[config.mk]
export PLATFORM = sky130hd
export DESIGN_NAME = keypad_servo_pwm_controller_core
export DESIGN_NICKNAME = d
export VERILOG_FILES = /design/src/rtl/kspc_pkg.sv /design/src/rtl/kspc_ctrl.sv /design/src/rtl/kspc_pwm.sv /design/src/rtl/kspc_obuf.sv /design/src/rtl/keypad_servo_pwm_controller_core.sv
export SDC_FILE = /design/constraint.sdc
export NUM_CORES = 1
export LEC_CHECK = 0
export BUFFER_PORTS_ARGS = -buffer_cell sky130_fd_sc_hd__clkbuf_2
export CAP_MARGIN = 10
export CORE_ASPECT_RATIO = 2
export CORE_MARGIN = 5
export CORE_UTILIZATION = 35
export CTS_CLUSTER_DIAMETER = 150
export DETAILED_ROUTE_END_ITERATION = 10
export REMOVE_ABC_BUFFERS = 1
export SYNTH_ARGS = -nofsm -noshare
export SYNTH_HDL_FRONTEND = slang
export SYNTH_SLANG_ARGS = --single-unit
[constraint.sdc]
create_clock -name clk -period 14.69 [get_ports clk]
set_clock_uncertainty 0.15 [all_clocks]
set_input_delay 2.938 -clock clk [delete_from_list [all_inputs] [get_ports clk]]
set_output_delay 2.938 -clock clk [all_outputs]
set_load 0.005 [all_outputs]
[src/rtl/kspc_pkg.sv]
// shared types, codes and reset constants for the keypad servo pwm controller
package kspc_pkg;

    // parameter defaults
    localparam int MAX_ANGLE_DEF   = 180;
    localparam int COUNT_WIDTH_DEF = 16;

    // configuration register indexes
    localparam logic [1:0] REG_PERIOD    = 2'd0;
    localparam logic [1:0] REG_MIN_PULSE = 2'd1;
    localparam logic [1:0] REG_PER_DEG   = 2'd2;
    localparam logic [1:0] REG_NUDGE     = 2'd3;

    // configuration reset values
    localparam logic [15:0] PERIOD_RST    = 16'd60000;
    localparam logic [15:0] MIN_PULSE_RST = 16'd1800;
    localparam logic [7:0]  PER_DEG_RST   = 8'd30;
    localparam logic [7:0]  NUDGE_RST     = 8'd10;

    // state reset values
    localparam logic [15:0] WIDTH_RST = 16'd4500;
    localparam logic [7:0]  ANGLE_HOME = 8'd90;

    // beat kinds
    localparam logic ACT_TICK = 1'b0;
    localparam logic ACT_KEY  = 1'b1;

    // key codes
    localparam logic [3:0] KEY_LAST_DIGIT = 4'd9;
    localparam logic [3:0] KEY_STAR       = 4'd10;
    localparam logic [3:0] KEY_HASH       = 4'd11;

    typedef struct packed {
        logic [15:0] period_clocks;
        logic [15:0] min_pulse_clocks;
        logic [7:0]  clocks_per_degree;
        logic [7:0]  nudge_degrees;
    } cfg_t;

    typedef struct packed {
        logic [15:0] pulse_width_clocks;
        logic [7:0]  angle_degrees;
        logic        pwm_level;
    } result_t;

endpackage

[src/rtl/kspc_ctrl.sv]
// keypad decode, angle state and pulse width calculation
module kspc_ctrl #(
    parameter int MAX_ANGLE = kspc_pkg::MAX_ANGLE_DEF
) (
    input  logic               clk,
    input  logic               rst_n,
    input  kspc_pkg::cfg_t     cfg,
    input  logic               key_accept,
    input  logic [3:0]         key_code,
    output logic [7:0]         angle_next,
    output logic [15:0]        pulse_next
);
    import kspc_pkg::*;

    localparam logic [7:0] MAX_A     = 8'(MAX_ANGLE);
    localparam logic [7:0] ANGLE_RST = (MAX_ANGLE < 90) ? MAX_A : ANGLE_HOME;

    logic [7:0] angle_reg;
    logic       digit_phase_reg;
    logic       digit_phase_next;
    logic [9:0] first_digit_reg;
    logic [9:0] first_digit_next;

    logic [8:0]  hash_sum;
    logic [9:0]  digit_sum;
    logic [7:0]  below;
    logic [15:0] product;
    logic [16:0] width_sum;

    always_comb
    begin
        angle_next       = angle_reg;
        digit_phase_next = digit_phase_reg;
        first_digit_next = first_digit_reg;
        hash_sum  = {1'b0, angle_reg} + {1'b0, cfg.nudge_degrees};
        digit_sum = first_digit_reg + {3'd0, key_code, 3'd0} + {5'd0, key_code, 1'b0};
        if (key_accept)
        begin
            if (key_code == KEY_STAR)
            begin
                angle_next = (angle_reg > cfg.nudge_degrees) ?
                             angle_reg - cfg.nudge_degrees : 8'd0;
                digit_phase_next = 1'b0;
                first_digit_next = '0;
            end
            else if (key_code == KEY_HASH)
            begin
                angle_next = (hash_sum > {1'b0, MAX_A}) ? MAX_A : hash_sum[7:0];
                digit_phase_next = 1'b0;
                first_digit_next = '0;
            end
            else if (key_code <= KEY_LAST_DIGIT)
            begin
                if (!digit_phase_reg)
                begin
                    first_digit_next = 10'd100 * {6'd0, key_code};
                    digit_phase_next = 1'b1;
                end
                else
                begin
                    angle_next = (digit_sum > {2'b00, MAX_A}) ? MAX_A : digit_sum[7:0];
                    first_digit_next = '0;
                    digit_phase_next = 1'b0;
                end
            end
        end
    end

    // pulse width from the updated angle, saturated to 16 bits
    always_comb
    begin
        below     = MAX_A - angle_next;
        product   = {8'd0, cfg.clocks_per_degree} * {8'd0, below};
        width_sum = {1'b0, cfg.min_pulse_clocks} + {1'b0, product};
        pulse_next = width_sum[16] ? 16'hFFFF : width_sum[15:0];
    end

    always_ff @(posedge clk or negedge rst_n)
    begin
        if (!rst_n)
        begin
            angle_reg       <= ANGLE_RST;
            digit_phase_reg <= 1'b0;
            first_digit_reg <= '0;
        end
        else
        begin
            angle_reg       <= angle_next;
            digit_phase_reg <= digit_phase_next;
            first_digit_reg <= first_digit_next;
        end
    end

    a_angle_bound: assert property (@(posedge clk) disable iff (!rst_n)
        angle_reg <= MAX_A)
        else $error("angle above limit");

    a_phase_clears_digit: assert property (@(posedge clk) disable iff (!rst_n)
        !digit_phase_reg |-> first_digit_reg == '0)
        else $error("stale first digit");

    a_no_key_holds_angle: assert property (@(posedge clk) disable iff (!rst_n)
        !key_accept |=> angle_reg == $past(angle_reg))
        else $error("angle moved without a key");

endmodule

[src/rtl/kspc_pwm.sv]
// frame counter, width latch and pwm drive level
module kspc_pwm #(
    parameter int COUNT_WIDTH = kspc_pkg::COUNT_WIDTH_DEF
) (
    input  logic        clk,
    input  logic        rst_n,
    input  logic        tick,
    input  logic [15:0] period_clocks,
    input  logic [15:0] pulse_width,
    output logic        pwm_level
);
    import kspc_pkg::*;

    localparam int CMP_W = (COUNT_WIDTH > 16) ? COUNT_WIDTH : 16;

    logic [COUNT_WIDTH-1:0] tick_count_reg;
    logic [COUNT_WIDTH-1:0] tick_count_next;
    logic [COUNT_WIDTH-1:0] count_inc;
    logic [15:0]            latched_reg;
    logic [15:0]            latched_next;
    logic                   drive_reg;
    logic                   drive_next;

    always_comb
    begin
        latched_next    = latched_reg;
        drive_next      = drive_reg;
        tick_count_next = tick_count_reg;
        count_inc       = tick_count_reg + {{(COUNT_WIDTH-1){1'b0}}, 1'b1};
        if (tick)
        begin
            // width is taken at the first tick of each frame
            if (tick_count_reg == '0)
                latched_next = pulse_width;
            drive_next = CMP_W'(tick_count_reg) < CMP_W'(latched_next);
            tick_count_next = (CMP_W'(count_inc) >= CMP_W'(period_clocks)) ? '0 : count_inc;
        end
    end

    assign pwm_level = drive_next;

    always_ff @(posedge clk or negedge rst_n)
    begin
        if (!rst_n)
        begin
            tick_count_reg <= '0;
            latched_reg    <= WIDTH_RST;
            drive_reg      <= 1'b1;
        end
        else
        begin
            tick_count_reg <= tick_count_next;
            latched_reg    <= latched_next;
            drive_reg      <= drive_next;
        end
    end

    a_latch_only_at_frame_start: assert property (@(posedge clk) disable iff (!rst_n)
        (tick && tick_count_reg != '0) |=> latched_reg == $past(latched_reg))
        else $error("width changed mid frame");

    a_level_held_on_key: assert property (@(posedge clk) disable iff (!rst_n)
        !tick |=> drive_reg == $past(drive_reg) && tick_count_reg == $past(tick_count_reg))
        else $error("pwm moved without a tick");

    a_short_period_wraps: assert property (@(posedge clk) disable iff (!rst_n)
        (tick && period_clocks <= 16'd1) |=> tick_count_reg == '0)
        else $error("counter did not wrap");

endmodule

[src/rtl/kspc_obuf.sv]
// result register with a skid stage toward the master side
module kspc_obuf (
    input  logic              clk,
    input  logic              rst_n,
    input  logic              push,
    input  kspc_pkg::result_t push_data,
    output logic              push_ready,
    output logic              out_valid,
    input  logic              out_ready,
    output kspc_pkg::result_t out_data
);
    import kspc_pkg::*;

    result_t main_reg;
    result_t skid_reg;
    logic    main_valid_reg;
    logic    skid_valid_reg;

    assign push_ready = !skid_valid_reg;
    assign out_valid  = main_valid_reg;
    assign out_data   = main_reg;

    always_ff @(posedge clk or negedge rst_n)
    begin
        if (!rst_n)
        begin
            main_valid_reg <= 1'b0;
            skid_valid_reg <= 1'b0;
        end
        else if (!main_valid_reg || out_ready)
        begin
            if (skid_valid_reg)
            begin
                main_valid_reg <= 1'b1;
                skid_valid_reg <= 1'b0;
            end
            else
                main_valid_reg <= push;
        end
        else if (push)
            skid_valid_reg <= 1'b1;
    end

    always_ff @(posedge clk)
    begin
        if (!main_valid_reg || out_ready)
        begin
            if (skid_valid_reg)
                main_reg <= skid_reg;
            else if (push)
                main_reg <= push_data;
        end
        else if (push)
            skid_reg <= push_data;
    end

    a_skid_needs_main: assert property (@(posedge clk) disable iff (!rst_n)
        skid_valid_reg |-> main_valid_reg)
        else $error("skid full with output empty");

    a_stall_fills_skid: assert property (@(posedge clk) disable iff (!rst_n)
        (push && main_valid_reg && !out_ready) |=> skid_valid_reg)
        else $error("beat dropped under stall");

    a_skid_drains: assert property (@(posedge clk) disable iff (!rst_n)
        (skid_valid_reg && out_ready) |=> main_valid_reg && !skid_valid_reg)
        else $error("skid did not drain");

endmodule

[src/rtl/keypad_servo_pwm_controller_core.sv]
// top level of the keypad servo pwm controller
//
// input beats arrive on s_tvalid/s_tready: s_tuser is the kind (0 timer tick,
// 1 key press), s_tdata[3:0] the key code (0..9 digits, 10 star, 11 hash).
// every beat gives exactly one result beat on m_tvalid/m_tready carrying the
// pwm level after that beat, the commanded angle and its pulse width.
// the result is registered in the result register that drives m_tvalid, or
// first in the skid stage under a stall; one beat can be accepted every cycle
// while s_tready is high; the decode and multiply are combinational.
// a result register plus a skid stage separate the two sides: while the
// receiver stalls the block still takes one more beat, then holds s_tready low
// until the skid stage drains. s_tready never depends on m_tready in the same
// cycle.
// reset sets the angle to 90 degrees (or the limit if lower), clears the frame
// counter and two-digit entry, drives the pin high, latches a width of 4500
// ticks, loads register defaults. the user must write registers through
// cfg_wen/cfg_index/cfg_data while no beat is in flight; not enforced here.
module keypad_servo_pwm_controller_core #(
    parameter int MAX_ANGLE   = kspc_pkg::MAX_ANGLE_DEF,
    parameter int COUNT_WIDTH = kspc_pkg::COUNT_WIDTH_DEF
) (
    input  logic        clk,
    input  logic        rst_n,
    input  logic        cfg_wen,
    input  logic [1:0]  cfg_index,
    input  logic [15:0] cfg_data,
    input  logic        s_tvalid,
    output logic        s_tready,
    input  logic [7:0]  s_tdata,   // key_code[3:0], zero pad [7:4]
    input  logic        s_tuser,   // action
    output logic        m_tvalid,
    input  logic        m_tready,
    output logic [31:0] m_tdata    // pwm_level[0], angle_degrees[8:1],
                                   // pulse_width_clocks[24:9], zero pad [31:25]
);
    import kspc_pkg::*;

    cfg_t        cfg_reg;
    logic        accept;
    logic        key_accept;
    logic        tick;
    logic [7:0]  angle_next;
    logic [15:0] pulse_next;
    logic        level;
    result_t     result;
    result_t     out_result;

    always_ff @(posedge clk or negedge rst_n)
    begin
        if (!rst_n)
        begin
            cfg_reg.period_clocks     <= PERIOD_RST;
            cfg_reg.min_pulse_clocks  <= MIN_PULSE_RST;
            cfg_reg.clocks_per_degree <= PER_DEG_RST;
            cfg_reg.nudge_degrees     <= NUDGE_RST;
        end
        else if (cfg_wen)
        begin
            unique case (cfg_index)
                REG_PERIOD:    cfg_reg.period_clocks     <= cfg_data;
                REG_MIN_PULSE: cfg_reg.min_pulse_clocks  <= cfg_data;
                REG_PER_DEG:   cfg_reg.clocks_per_degree <= cfg_data[7:0];
                REG_NUDGE:     cfg_reg.nudge_degrees     <= cfg_data[7:0];
                default:       cfg_reg <= cfg_reg;
            endcase
        end
    end

    assign accept     = s_tvalid && s_tready;
    assign key_accept = accept && (s_tuser == ACT_KEY);
    assign tick       = accept && (s_tuser == ACT_TICK);

    kspc_ctrl #(
        .MAX_ANGLE (MAX_ANGLE)
    ) u_ctrl (
        .clk        (clk),
        .rst_n      (rst_n),
        .cfg        (cfg_reg),
        .key_accept (key_accept),
        .key_code   (s_tdata[3:0]),
        .angle_next (angle_next),
        .pulse_next (pulse_next)
    );

    kspc_pwm #(
        .COUNT_WIDTH (COUNT_WIDTH)
    ) u_pwm (
        .clk           (clk),
        .rst_n         (rst_n),
        .tick          (tick),
        .period_clocks (cfg_reg.period_clocks),
        .pulse_width   (pulse_next),
        .pwm_level     (level)
    );

    always_comb
    begin
        result.pwm_level          = level;
        result.angle_degrees      = angle_next;
        result.pulse_width_clocks = pulse_next;
    end

    kspc_obuf u_obuf (
        .clk        (clk),
        .rst_n      (rst_n),
        .push       (accept),
        .push_data  (result),
        .push_ready (s_tready),
        .out_valid  (m_tvalid),
        .out_ready  (m_tready),
        .out_data   (out_result)
    );

    assign m_tdata = {7'd0, out_result};

endmodule
==> out/metrics.cfg <==
[final_layout]
n_antenna_cell = 0
nets = 1357
drive_gt1_share_pct = 18.7
area_growth_pct = 11.9
largest_register_ffs = 48
final_cells = 1603
fillers = 3225

[drt]
dr.pass1.iters = 7
detail-route-antenna-nets = 0
drtIter0Drc = 325
drc = 0
via_per_inst = 5.13
vias = 8219
wl_per_cell_um = 18.4
routed_wl_mm = 29.4

[clock_tree]
clkTransAtPathRegs_ns = 0.07
insertion_delay_ns = 0.45
cts_buffers = 17
h-tree-depth = 4
cts_buffer_depth = 2
cts_resized = 0
cts-root-buf = clkbuf_16
cts_tree = done
cts.sinks = 150
cts_hold_buf = 0
post_cts.repair.setup_buffers = 0

[timing]
slew_headroom_pct = 27.1
worst-slew-pin-transition_ns = 1.09
setup_viol = 0
setup_tns_ns = 0
rsz0062_at_grt = no
finalCritPeriodShare_pct = 88.3
hold_viol = 0
layout_min_cycle_time_ns = 12.97
slew_violations = 0
max_freq_mhz = 77.1

[synthesis]
ys_seq_area_share_pct = 35.5
netlist_area_sq_mm = 0.0114
syn_avg_cell_area_sq_um = 10.3
ys_ff_latch = 150
synth.distinct_cells = 84
synth.area.top_cells = dfrtp_1 16%, edfxtp_1 13%, ha_1 12%
synth_warnings = 0
synth_flop_cell = dfrtp_1
async_flop_share_pct = 66.7
synth_top_area_share_pct = 16.1
yosysTopAreaCell = dfrtp_1
syn-instance-count = 1107
synth_edf_count = 50

[critical_path]
arrival_ns = 13.15
setup.worst_path.class = input pin to flip-flop
r2r_cells = 39
rrSetupSlack_ns = 4.14
rr_startpoint = u_ctrl.first_digit_reg[4]$_DFFE_PN0P_
crit_required_ns = 14.86
cp_slowest_cell = xor2_1
cp_common_cell = a21oi_1
max_stage_delay_ns = 0.57
reg2reg_to = u_obuf.out_data[0]$_DFFE_PP_
crit_path_max_fanout = 14
start_kind = input pin
crit_path_end_kind = flip-flop

[floorplanning]
core_area_sq_mm = 0.0321
ios = 66
die_h_um = 265
die_area_sq_mm = 0.0364
rows = 93
die_w_um = 137
initial_core_util_pct = 35.4

[place]
gp_congestion = 0.900
placedCellCount = 1570
place_hpwl_mm = 24.0
port_buffers = 54

[grt]
grt_pass1_vias = 9002
grt_pass1_wl_mm = 47.3
overflow = 0
grtUsageTotal_pct = 17.0
grt_max_degree = 59
antenna_found_initial = 0

[status]
status = complete, no violations

[hold_path]
min_to = u_pwm.latched_reg[12]$_DFFE_PN1P_
hold_path.class = flip-flop to flip-flop
worstHoldPathCells = 2
min_from = u_pwm.latched_reg[12]$_DFFE_PN1P_

[job]
drv_cap = 0

## cells by family (layout without fill, tap and decap cells)
logic type	count (synthesis)	after routing	share of synthesized area [%]
other	1	7	0.0330
XOR/XNOR	44	44	3.52
AND/OR/NAND/NOR	275	275	12.6
multiplexers	68	68	6.66
flip-flops	150	150	35.5
buffers and inverters	185	248	6.45
adder cells (fa/ha/maj)	162	162	21.6
AO/OA/AOI/OAI	222	222	13.7
## stage by stage
| step | util [%] | hold slack (ns) | instance area, sq um | worst slack (ns) |
|---|---|---|---|---|
| 6_report | 39.6 | 0.339 | 12700 | 1.72 |
| 3_5_place_dp | 37.8 | 0.327 | 12100 | 1.25 |
| 2_1_floorplan | - | 0.300 | 11200 | 2.10 |
| 3_3_place_gp | 37.8 | 0.318 | 12100 | 1.43 |
| 5_1_grt | 39.6 | 0.377 | 12700 | 1.06 |
| 4_1_cts | 39.6 | 0.337 | 12700 | 1.72 |
## routing by layer
metal  up-vias  GRT usage [%]  wire (um)
met5         -              0          0
met1      4081           15.1       9540
li1       3908              -          -
met4         0           11.8       2150
met2       147           33.4      17200
met3        83           2.37        565
## critical path, delay by kind of cell
kind | cells | cell delay, ns
compound gates | 15 | 3.30
xor+xnor | 2 | 1.07
fa+ha+maj | 9 | 3.67
buf+inv | 7 | 0.79
simple gates | 7 | 1.38
## final cells by class
class	instances	area [sq um]	area share, %
well taps	427	534	4.20
inverters	150	563	4.43
clock buffers	17	425	3.34
repair buffers	66	363	2.85
multi-input cells	778	6640	52.2
flip-flops and latches	150	4040	31.7
clock inverters	15	156	1.23
## cell usage in the layout (no fill, tap or decap), drive strengths merged, types with 25 or more instances in the layout
cell,count
nand2,92
o21ai,58
dfrtp,73
dfstp,27
nor2,36
mux2,61
and2,31
a21oi,52
inv,158
ha,105
xnor2,25
clkbuf,70
edfxtp,50
fa,57
## cell usage after synthesis (18+ instances only)
| library cell | number |
|---|---|
| clkbuf_1 | 19 |
| dfrtp_1 | 73 |
| mux2_2 | 61 |
| nand2b_1 | 19 |
| xor2_1 | 19 |
| and2_1 | 29 |
| a21oi_1 | 50 |
| ha_1 | 105 |
| o21ai_0 | 55 |
| a21o_1 | 21 |
| nor2b_1 | 18 |
| nor2_1 | 36 |
| inv_1 | 147 |
| nand2_1 | 92 |
| edfxtp_1 | 50 |
| dfstp_2 | 27 |
| fa_1 | 57 |
| xnor2_1 | 23 |
## worst max-delay path by stage
stage	from	to	cells past startpoint
after floorplan	s_tdata[0]	u_obuf.out_data[0]$_DFFE_PP_	42
after global placement	s_tdata[1]	u_obuf.out_data[0]$_DFFE_PP_	40
after detailed placement	s_tdata[1]	u_obuf.out_data[0]$_DFFE_PP_	42
after CTS	s_tdata[1]	u_obuf.out_data[0]$_DFFE_PP_	40
after global routing	s_tdata[1]	u_obuf.out_data[0]$_DFFE_PP_	42
final	s_tdata[1]	u_obuf.out_data[0]$_DFFE_PP_	40
Power is not shown: default switching activity piles up to over one toggle a cycle in this logic, so the estimate is an artifact.
